$ cat src/rtl/core/bvs_pkg.sv
// bvs_pkg: shared constants and types of the bass voice bank
// request codes, datapath command codes, command and status structs
// no dependencies
package bvs_pkg;

    localparam int VOICES_DEF = 16;
    localparam int DECAY_DEF  = 5000;

    // lowpass, cutoff 17/256, 1/q 240/256, unity dc gain
    localparam logic signed [31:0] DEF_A0 = 32'sd38705846;
    localparam logic signed [31:0] DEF_B1 = 32'sd1649850138;
    localparam logic signed [31:0] DEF_B2 = -32'sd730931698;

    localparam logic [1:0] REQ_TICK = 2'd0;
    localparam logic [1:0] REQ_NOTE = 2'd1;
    localparam logic [1:0] REQ_LEN  = 2'd2;
    localparam logic [1:0] REQ_FILT = 2'd3;

    localparam logic [4:0] OP_NOP  = 5'd0;
    localparam logic [4:0] OP_CLR  = 5'd1;
    localparam logic [4:0] OP_NOTE = 5'd2;
    localparam logic [4:0] OP_LEN  = 5'd3;
    localparam logic [4:0] OP_FILT = 5'd4;
    localparam logic [4:0] OP_SAW  = 5'd5;
    localparam logic [4:0] OP_MM   = 5'd6;
    localparam logic [4:0] OP_MQ   = 5'd7;
    localparam logic [4:0] OP_MC   = 5'd8;
    localparam logic [4:0] OP_FIX  = 5'd9;
    localparam logic [4:0] OP_MA   = 5'd10;
    localparam logic [4:0] OP_MB1  = 5'd11;
    localparam logic [4:0] OP_MB2  = 5'd12;
    localparam logic [4:0] OP_ACC  = 5'd13;
    localparam logic [4:0] OP_WB   = 5'd14;
    localparam logic [4:0] OP_ADD  = 5'd15;
    localparam logic [4:0] OP_OUT  = 5'd16;

    typedef struct packed {
        logic [4:0] op;
    } t_dp_cmd;

    typedef struct packed {
        logic active;
        logic decay;
        logic out_full;
    } t_dp_stat;

endpackage

$ cat src/rtl/core/bvs_ctrl.sv
// bvs_ctrl: sequencer of the voice bank, steps voices and datapath ops
// depends on bvs_pkg
module bvs_ctrl #(
    parameter int VOICES = bvs_pkg::VOICES_DEF,
    localparam int VW = (VOICES > 1) ? $clog2(VOICES) : 1
) (
    input  logic             i_clk,
    input  logic             i_rst_n,
    input  logic             i_in_valid,
    output logic             o_in_ready,
    input  logic [1:0]       i_req_type,
    input  logic             i_out_ready,
    input  bvs_pkg::t_dp_stat i_stat,
    output bvs_pkg::t_dp_cmd o_cmd,
    output logic [VW-1:0]    o_vidx
);

    localparam logic [3:0] S_IDLE = 4'd0;
    localparam logic [3:0] S_SAW  = 4'd1;
    localparam logic [3:0] S_MM   = 4'd2;
    localparam logic [3:0] S_MQ   = 4'd3;
    localparam logic [3:0] S_MC   = 4'd4;
    localparam logic [3:0] S_FIX  = 4'd5;
    localparam logic [3:0] S_MA   = 4'd6;
    localparam logic [3:0] S_MB1  = 4'd7;
    localparam logic [3:0] S_MB2  = 4'd8;
    localparam logic [3:0] S_ACC  = 4'd9;
    localparam logic [3:0] S_WB   = 4'd10;
    localparam logic [3:0] S_ADD  = 4'd11;
    localparam logic [3:0] S_FIN  = 4'd12;

    logic [3:0]    r_state, n_state;
    logic [VW-1:0] r_v, n_v;
    logic          last_v;

    assign last_v = (r_v == VW'(VOICES - 1));
    assign o_vidx = r_v;

    always_comb begin
        n_state    = r_state;
        n_v        = r_v;
        o_cmd.op   = bvs_pkg::OP_NOP;
        o_in_ready = 1'b0;
        unique case (r_state)
            S_IDLE: begin
                o_in_ready = 1'b1;
                if (i_in_valid) begin
                    unique case (i_req_type)
                        bvs_pkg::REQ_TICK: begin
                            o_cmd.op = bvs_pkg::OP_CLR;
                            n_v      = '0;
                            n_state  = S_SAW;
                        end
                        bvs_pkg::REQ_NOTE: o_cmd.op = bvs_pkg::OP_NOTE;
                        bvs_pkg::REQ_LEN:  o_cmd.op = bvs_pkg::OP_LEN;
                        default:           o_cmd.op = bvs_pkg::OP_FILT;
                    endcase
                end
            end
            S_SAW: begin
                if (!i_stat.active) begin
                    if (last_v) begin
                        n_state = S_FIN;
                    end else begin
                        n_v = r_v + 1'b1;
                    end
                end else begin
                    o_cmd.op = bvs_pkg::OP_SAW;
                    n_state  = i_stat.decay ? S_MM : S_MA;
                end
            end
            S_MM: begin
                o_cmd.op = bvs_pkg::OP_MM;
                n_state  = S_MQ;
            end
            S_MQ: begin
                o_cmd.op = bvs_pkg::OP_MQ;
                n_state  = S_MC;
            end
            S_MC: begin
                o_cmd.op = bvs_pkg::OP_MC;
                n_state  = S_FIX;
            end
            S_FIX: begin
                o_cmd.op = bvs_pkg::OP_FIX;
                n_state  = S_MA;
            end
            S_MA: begin
                o_cmd.op = bvs_pkg::OP_MA;
                n_state  = S_MB1;
            end
            S_MB1: begin
                o_cmd.op = bvs_pkg::OP_MB1;
                n_state  = S_MB2;
            end
            S_MB2: begin
                o_cmd.op = bvs_pkg::OP_MB2;
                n_state  = S_ACC;
            end
            S_ACC: begin
                o_cmd.op = bvs_pkg::OP_ACC;
                n_state  = S_WB;
            end
            S_WB: begin
                o_cmd.op = bvs_pkg::OP_WB;
                n_state  = S_ADD;
            end
            S_ADD: begin
                o_cmd.op = bvs_pkg::OP_ADD;
                if (last_v) begin
                    n_state = S_FIN;
                end else begin
                    n_v     = r_v + 1'b1;
                    n_state = S_SAW;
                end
            end
            S_FIN: begin
                if (!i_stat.out_full || i_out_ready) begin
                    o_cmd.op = bvs_pkg::OP_OUT;
                    n_state  = S_IDLE;
                end
            end
            default: n_state = S_IDLE;
        endcase
    end

    always_ff @(posedge i_clk) begin
        if (!i_rst_n) begin
            r_state <= S_IDLE;
            r_v     <= '0;
        end else begin
            r_state <= n_state;
            r_v     <= n_v;
        end
    end

    a_out_free: assert property (@(posedge i_clk) disable iff (!i_rst_n)
        (o_cmd.op == bvs_pkg::OP_OUT) |-> (!i_stat.out_full || i_out_ready))
        else $error("result written over an untaken word");

    a_tick_start: assert property (@(posedge i_clk) disable iff (!i_rst_n)
        (o_in_ready && i_in_valid && i_req_type == bvs_pkg::REQ_TICK)
        |=> (r_state == S_SAW && r_v == '0))
        else $error("tick did not start at the first voice");

    a_last_add: assert property (@(posedge i_clk) disable iff (!i_rst_n)
        (r_state == S_ADD && last_v) |=> (r_state == S_FIN))
        else $error("voice sweep did not end after the last voice");

endmodule

$ cat config.mk
export PLATFORM = sky130hd
export DESIGN_NAME = bvs_ctrl
export DESIGN_NICKNAME = d
export VERILOG_FILES = /design/src/rtl/core/bvs_pkg.sv /design/src/rtl/core/bvs_ctrl.sv
export SDC_FILE = /design/constraint.sdc
export NUM_CORES = 1
export LEC_CHECK = 0
export BUFFER_PORTS_ARGS = -buffer_cell sky130_fd_sc_hd__buf_2
export CORE_MARGIN = 2
export CORE_UTILIZATION = 35
export CTS_CLUSTER_DIAMETER = 120
export CTS_CLUSTER_SIZE = 24
export DETAILED_ROUTE_END_ITERATION = 10
export MAX_ROUTING_LAYER = met4
export SYNTH_ARGS = -nofsm -noshare
export SYNTH_HDL_FRONTEND = slang
export SYNTH_SLANG_ARGS = --single-unit
$ cat constraint.sdc
create_clock -name i_clk -period 1.61 [get_ports i_clk]
set_input_delay 0.322 -clock i_clk [delete_from_list [all_inputs] [get_ports i_clk]]
set_output_delay 0.322 -clock i_clk [all_outputs]
set_load 0.05 [all_outputs]
Word-level counts from Yosys, hierarchy flattened --
Index checks and enable logic that the tools add are counted.
Storage, ports and cells: bits in writable memories 0, bits of input ports 9, word-level logic and storage cells 49, memories kept 0, flip-flop bits (word level) 8, bits in latches 0, ROM bits 0, output and inout port bits 10
Operators by class: reductions and logical operators 7, bitwise logic cells 0, $add $sub $neg 1, equality and inequality tests 20, multiplexer cells 19, multipliers 0, div/mod/pow operators 0, shifts and indexed selects 0, $lt $le $gt $ge 0
Operators by type and width (count):
- $pmux 5 s13 | 1
- $pmux 4 s13 | 1
- $mux 4 | 10
- $eq 4x4->1 const B | 6
- $eq 4x3->1 const B | 4
- $pmux 4 s3 | 1
- $mux 3 | 3
- $pmux 3 s3 | 1
- $eq 4x2->1 const B | 2
- $reduce_and 4->1 | 2
- $ne 2x2->1 const B | 3
- $mux 5 | 1
- $add 4x1->4 const B | 1
- $eq 4x1->1 const B | 1
- $logic_not 4->1 | 1
- $ne 3x3->1 const B | 1
- $reduce_bool 3->1 | 1
- $eq 2x1->1 const B | 1
- $eq 2x2->1 const B | 1
- $logic_not 2->1 | 1
- $ne 2x1->1 const B | 1
- $logic_not 1->1 | 1
- $logic_or 1x1->1 | 1
- $mux 1 | 1

Longest topological paths before layout --
Gate-level depths: netlist of run 1.
depth after elaboration 4, gate-level depth with buffers 7

Worst setup path before layout of run 1 --
No wires, ideal clock.
path type flip-flop to output port, start register r_state[2], end output o_cmd[2] (netlist bit), setup slack -1.213 ns, arrival 2.501 ns, data required time 1.288 ns, stages on the path, launching flop included 8, cells stage by stage dfxtp_1 inv_1 ha_1 buf_4 nor3b_4 and2_1 nand2_1 a31oi_1
RTL lines:
- start, declared | line bvs_ctrl.sv:32 | logic [3:0] r_state, n_state;
- start signal, assigned | line bvs_ctrl.sv:132 | r_state <= n_state;
- end, declared | line bvs_ctrl.sv:14 | output bvs_pkg::t_dp_cmd o_cmd,

==> flow_summary.json, run 1 <==
{
  "clockBufferDepth": 2,
  "final_antenna_net_count": 0,
  "hp-class": "input port to register",
  "area_growth_pct": 76.02,
  "violations": "setup timing",
  "syn_area_sq_um": 855.8,
  "rsz0062_at_grt": "yes",
  "cts_tree": "built",
  "final-setup-viol-count": 6,
  "fin_setup_tns_ns": -1.617,
  "clk_pin_slew_ns": 0.06,
  "grt_pass1_wl_um": 4257,
  "p_sw_share_pct": 47.83,
  "critPathLaunch": "r_state[2]",
  "worstSetupEndpointType": "output port",
  "synth_cell_type_count": 43,
  "cp.arrival_ns": 1.72,
  "vdd_drop_max_uv": 1073,
  "min-delay-start": "i_rst_n",
  "port-buffer-count": 18,
  "core_area_sq_mm": 0.002255,
  "async_flop_share_pct": 0,
  "hold_buffers": 0,
  "cp-start-kind": "register",
  "crit_fanout": 5,
  "hold_violations": 0,
  "wl_per_cell_um": 15.40,
  "run_status": "finished with violations",
  "cts_root_buf": "clkbuf_4",
  "p_leak_nw": 0.6419,
  "die_y_um": 53.45,
  "ioPinCount": 19,
  "synth_nets": 122,
  "maxClockFrequency_mhz": 490.4,
  "r2r_start": "r_state[2]",
  "seqPwrFrac_pct": 13.2,
  "critPathKind": "register to output port",
  "grt_pass1_vias": 971,
  "synth_seq_cells": 8,
  "htree_levels": 1,
  "antennaDiodeCount": 0,
  "detailed_place.area_sq_mm": 0.001234,
  "vias": 1039,
  "drt-initial-drc-count": 19,
  "layout_commonest_cell": "buf_4",
  "yosysTopAreaCellShare_pct": 18.71,
  "yosysSeqAreaShare_pct": 18.71,
  "switching_power_mw": 1.119,
  "rows": 17,
  "finalCriticalPeriod_ns": 2.039,
  "final_max_slew_viol_count": 0,
  "gp_congestion": 0.8357,
  "final_layout_size_suffix_gt1_share_pct": 57.86,
  "die_area_sq_mm": 0.002857,
  "clk_latency_ns": 0.26,
  "synth_top_area_cell": "dfxtp_1",
  "tightest_slew_ns": 0.3977,
  "numClockSinks": 8,
  "pre_cts_slack_ns": -0.2468,
  "power.share.combinational_pct": 80.0,
  "drc": 0,
  "total_power_mw": 2.340,
  "synth_area_leaders": "dfxtp_1 (19%), ha_1 (15%), nand2_1 (6.1%)",
  "ys_warn_count": 0,
  "layout_setup_ws_ns": -0.4293,
  "syn_inst": 103,
  "start_util_pct": 37.96,
  "syn_avg_cell_area_sq_um": 8.309,
  "dr.pass1.iters": 4,
  "grt-ovfl-total": 0,
  "grt_max_degree": 9,
  "synth-edff-count": 0,
  "numCtsBuffers": 3,
  "utilization_pct": 66.81,
  "maxCapViolCount": 0,
  "slew_headroom_pct": 73.21,
  "fin_area_sq_mm": 0.001506,
  "synth_ff_type": "dfxtp_1",
  "intPower_mw": 1.221,
  "grt_usage_pct": 21.80,
  "drt_wl_total_um": 2880,
  "p_per_area_mw_per_mm2": 1553,
  "fin_crit_sh_pct": 126.7,
  "fin_skew_ns": 0.002149,
  "dp_hpwl_um": 2034,
  "final_cell_mix": "buf_4 (34), buf_2 (13), nand2_1 (11), buf_6 (8), inv_1 (6)",
  "critical_path_required_ns": 1.29,
  "p_clk_share_pct": 6.8,
  "viasPerCell": 5.556,
  "antenna_found_initial": 0,
  "die_x_um": 53.45,
  "finalNetCount": 180
}
## cells in the mapped netlist (3+ instances only)
cell     count
nand2_1     14
dfxtp_1      8
inv_1        8
o21ai_1      3
a211o_1      3
a31oi_1      5
ha_1        10
and2_1       3
a21oi_1      5
## layer usage
metal  share of wire [%]  up-vias  track usage (%)  wire length (um)
li1                    -      501                -                 -
met1                  44      508            23.01              1265
met2                  51       26            39.30              1479
met3                 3.6        4            5.085               104
met4                 1.0        0            7.692                30
met5                   0        -                -                 0
## per-stage QoR
stage,std cells,hold WS (ns)
2_1_floorplan,103,0.4459
3_3_place_gp,174,0.4838
3_5_place_dp,174,0.4987
4_1_cts,184,0.3462
5_1_grt,187,0.3465
6_report,187,0.3535
## power groups by stage
stage | combinational [mW] | clock [mW] | sequential (mW)
finish | 1.87 | 0.159 | 0.308
global route | 1.96 | 0.186 | 0.312
CTS | 1.71 | 0.165 | 0.301
detailed placement | 1.47 | 0 | 0.290
global placement | 1.43 | 0 | 0.287
floorplan | 1.03 | 0 | 0.290
## critical path: stages, from the launching register on
cell     delay [ns]
dfxtp_4        0.38
buf_4          0.15
ha_4           0.18
nor2_4         0.10
a21oi_1        0.07
nor3_1         0.19
buf_4          0.19
a31oi_4        0.04
buf_6          0.17
## sequential cells by signal, indices dropped and copies added (netlist names)
name and count:
o_vidx 4, r_state 4
## cell families (layout without fill, tap and decap cells)
family                     Yosys count  in the layout  share of synthesized area [%]
and+or+nand+nor                     38             38                          28.07
AOI/OAI and AO/OA                   36             36                          31.58
buffers and inverters               11             67                          7.018
adders and majority gates           10             10                          14.62
DFF                                  8              8                          18.71
## cell type report
| type | count | area, sq um |
|---|---|---|
| clock buffers | 3 | 22.52 |
| inverters | 8 | 40.04 |
| fillers | 180 | 748.2 |
| well taps | 28 | 35.03 |
| flip-flops and latches | 8 | 168.9 |
| repair buffers | 56 | 425.4 |
| multi-input cells | 84 | 814.5 |
## timing repair
item / CTS / global route
gates resized for setup: 29 / 11
pin swaps: 9 / 10
setup endpoints to repair: 7 / 12
buffers inserted: 8 / 5
endpoints found under the hold margin: 0 / 0
## path summary, 6_finish.rpt
path,end,slack [ns],cells after the start
max,o_cmd[2],-0.43,8
max reg2reg,r_state[0],-0.09,8
min reg2reg,o_vidx[1],0.51,2
min,r_state[0],0.35,3
No activity file was read; power rests on OpenSTA's default activity.
==> run 2, diff against run 1 <==
--- a/config.mk
+++ b/config.mk
@@ -12,6 +12,7 @@
 export CTS_CLUSTER_SIZE = 24
 export DETAILED_ROUTE_END_ITERATION = 10
 export MAX_ROUTING_LAYER = met4
+export RECOVER_POWER = 100
 export SYNTH_ARGS = -nofsm -noshare
 export SYNTH_HDL_FRONTEND = slang
 export SYNTH_SLANG_ARGS = --single-unit
==> run 2 against run 1 <==
Net effect:
- the run still ends with setup timing left
- sequential power hardly changed
- design area is essentially flat
- die area did not move
- worst setup slack about the same
==> flow_summary.json, run 2 (synthesized netlist as in run 1, its figures left out) <==
{
  "viasPerCell": 5.524,
  "detailed_place.area_sq_mm": 0.001234,
  "p_leak_nw": 0.6346,
  "numClockSinks": 8,
  "num-fill-cells": 181,
  "r2r_setup_slack_ns": -0.10,
  "clk_latency_ns": 0.26,
  "clockBufferDepth": 2,
  "cpLargestDelayFamily": "buffers and inverters",
  "run_status": "finished with violations",
  "fin_skew_ns": 0.001534,
  "final_max_slew_viol_count": 0,
  "antenna_found_initial": 0,
  "timing.rr.end": "r_state[0]",
  "final-setup-viol-count": 7,
  "numCtsBuffers": 3,
  "worstSetupEndpointType": "output port",
  "min-delay-start": "i_rst_n",
  "area_growth_pct": 75.88,
  "htree_levels": 1,
  "crit_fanout": 5,
  "layout_setup_ws_ns": -0.4291,
  "hold_depth": 3,
  "rows": 17,
  "finalNetCount": 180,
  "dp_hpwl_um": 2034,
  "utilization_pct": 66.76,
  "ff2ff_path_depth": 8,
  "critPathKind": "register to output port",
  "hold_end": "r_state[0]",
  "finalCriticalPeriod_ns": 2.039,
  "drt_wl_total_um": 2868,
  "cp.arrival_ns": 1.72,
  "drt-initial-drc-count": 19,
  "maxCapViolCount": 0,
  "maxClockFrequency_mhz": 490.4,
  "max_stage_delay_ns": 0.38,
  "fin_crit_sh_pct": 126.7,
  "antennaDiodeCount": 0,
  "core_area_sq_mm": 0.002255,
  "cts_tree": "built",
  "cp_slowest_cell": "dfxtp_4",
  "p_per_area_mw_per_mm2": 1551,
  "critPathBufInv": 3,
  "die_x_um": 53.45,
  "tightest_slew_ns": 0.5899,
  "final_cell_mix": "buf_4 (34), nand2_1 (11), buf_2 (9), buf_6 (8), inv_1 (6)",
  "instances_no_fill": 187,
  "grt_max_degree": 9,
  "fin_area_sq_mm": 0.001505,
  "drc": 0,
  "hp-class": "input port to register",
  "cts_root_buf": "clkbuf_4",
  "hold_violations": 0,
  "cp_common_cell": "buf_4",
  "clk_pin_slew_ns": 0.06,
  "wl_per_cell_um": 15.34,
  "grt_pass1_wl_um": 4257,
  "dp_cells": 174,
  "grt_pass1_vias": 971,
  "grt_usage_pct": 21.80,
  "dr.pass1.iters": 4,
  "gp_congestion": 0.8357,
  "final_layout_size_suffix_gt1_share_pct": 57.23,
  "die_area_sq_mm": 0.002857,
  "layout_commonest_cell": "buf_4",
  "ioPinCount": 19,
  "crit_chain": "buf_4 > ha_4 > nor2_4 > a21oi_1 > nor3_1 > buf_4 > a31oi_4 > buf_6",
  "rsz0062_at_grt": "yes",
  "critical_path_required_ns": 1.29,
  "slew_headroom_pct": 60.84,
  "final_antenna_net_count": 0,
  "grt-ovfl-total": 0,
  "cp-start-kind": "register",
  "r2r_start": "r_state[2]",
  "start_util_pct": 37.96,
  "vdd_drop_max_uv": 1073,
  "die_y_um": 53.45,
  "violations": "setup timing",
  "port-buffer-count": 18,
  "vias": 1033
}
## run 2: changes by cell type in the layout (fill, tap and decap cells not counted)
cell      before  now
buf_2         13    9
clkbuf_2       0    3
clkbuf_1       0    1
## run 2: worst max-delay path by stage
stage | from | endpoint | slack [ns] | cells after the start
after floorplan | r_state[3] | o_cmd[0] | -0.66 | 7
final | r_state[2] | o_cmd[2] | -0.43 | 8
after detailed placement | r_state[2] | o_cmd[2] | -0.25 | 8
after global placement | r_state[3] | o_cmd[2] | -0.23 | 8
after global routing | r_state[2] | o_cmd[2] | -0.52 | 8
after CTS | r_state[2] | o_cmd[0] | -0.40 | 7
## run 2: routing by layer
metal	track usage (%)	wire length [um]
met1	23.01	1231
met2	39.30	1487
met3	5.085	119
met4	7.692	30
met5	-	0
## run 2: through the flow
stage                     hold WS, ns  total power, mW  setup slack [ns]  setup TNS [ns]
after CTS                      0.3462            2.174           -0.4030          -1.519
after global placement         0.4838            1.720           -0.2309         -0.6751
after global routing           0.3465            2.460           -0.5161          -2.246
final                          0.3525            2.335           -0.4291          -1.625
after detailed placement       0.4987            1.762           -0.2468         -0.7706
after floorplan                0.4459            1.322           -0.6629          -3.056
## run 2: layout make-up
type / count / area (sq um) / share of cell area, %
multi-input cells: 84 / 814.5 / 54.11
repair buffers: 56 / 424.2 / 28.18
flip-flops and latches: 8 / 168.9 / 11.22
inverters: 8 / 40.04 / 2.660
well taps: 28 / 35.03 / 2.328
clock buffers: 3 / 22.52 / 1.496
## run 2: where the power goes
| part | internal (mW) | switching [mW] | total, mW | leakage, nW |
|---|---|---|---|---|
| logic | 0.902 | 0.965 | 1.87 | 0.554 |
| registers | 0.232 | 0.0760 | 0.308 | 0.0668 |
| clock network | 0.0857 | 0.0733 | 0.159 | 0.0138 |
## run 2: worst register-to-register path, delay by kind of cell, from the launching register on
family / cells / cell delay (ns)
compound gates: 3 / 0.57
buf+inv: 4 / 0.45
flops: 1 / 0.40
fa+ha+maj: 1 / 0.18
## run 2: what timing repair did
action	in CTS	in global routing
buffers inserted	8	5
cloned	0	0
pin swaps	9	10
hold buffers	0	0
gates resized for setup	29	11
endpoints found under the setup margin	7	12
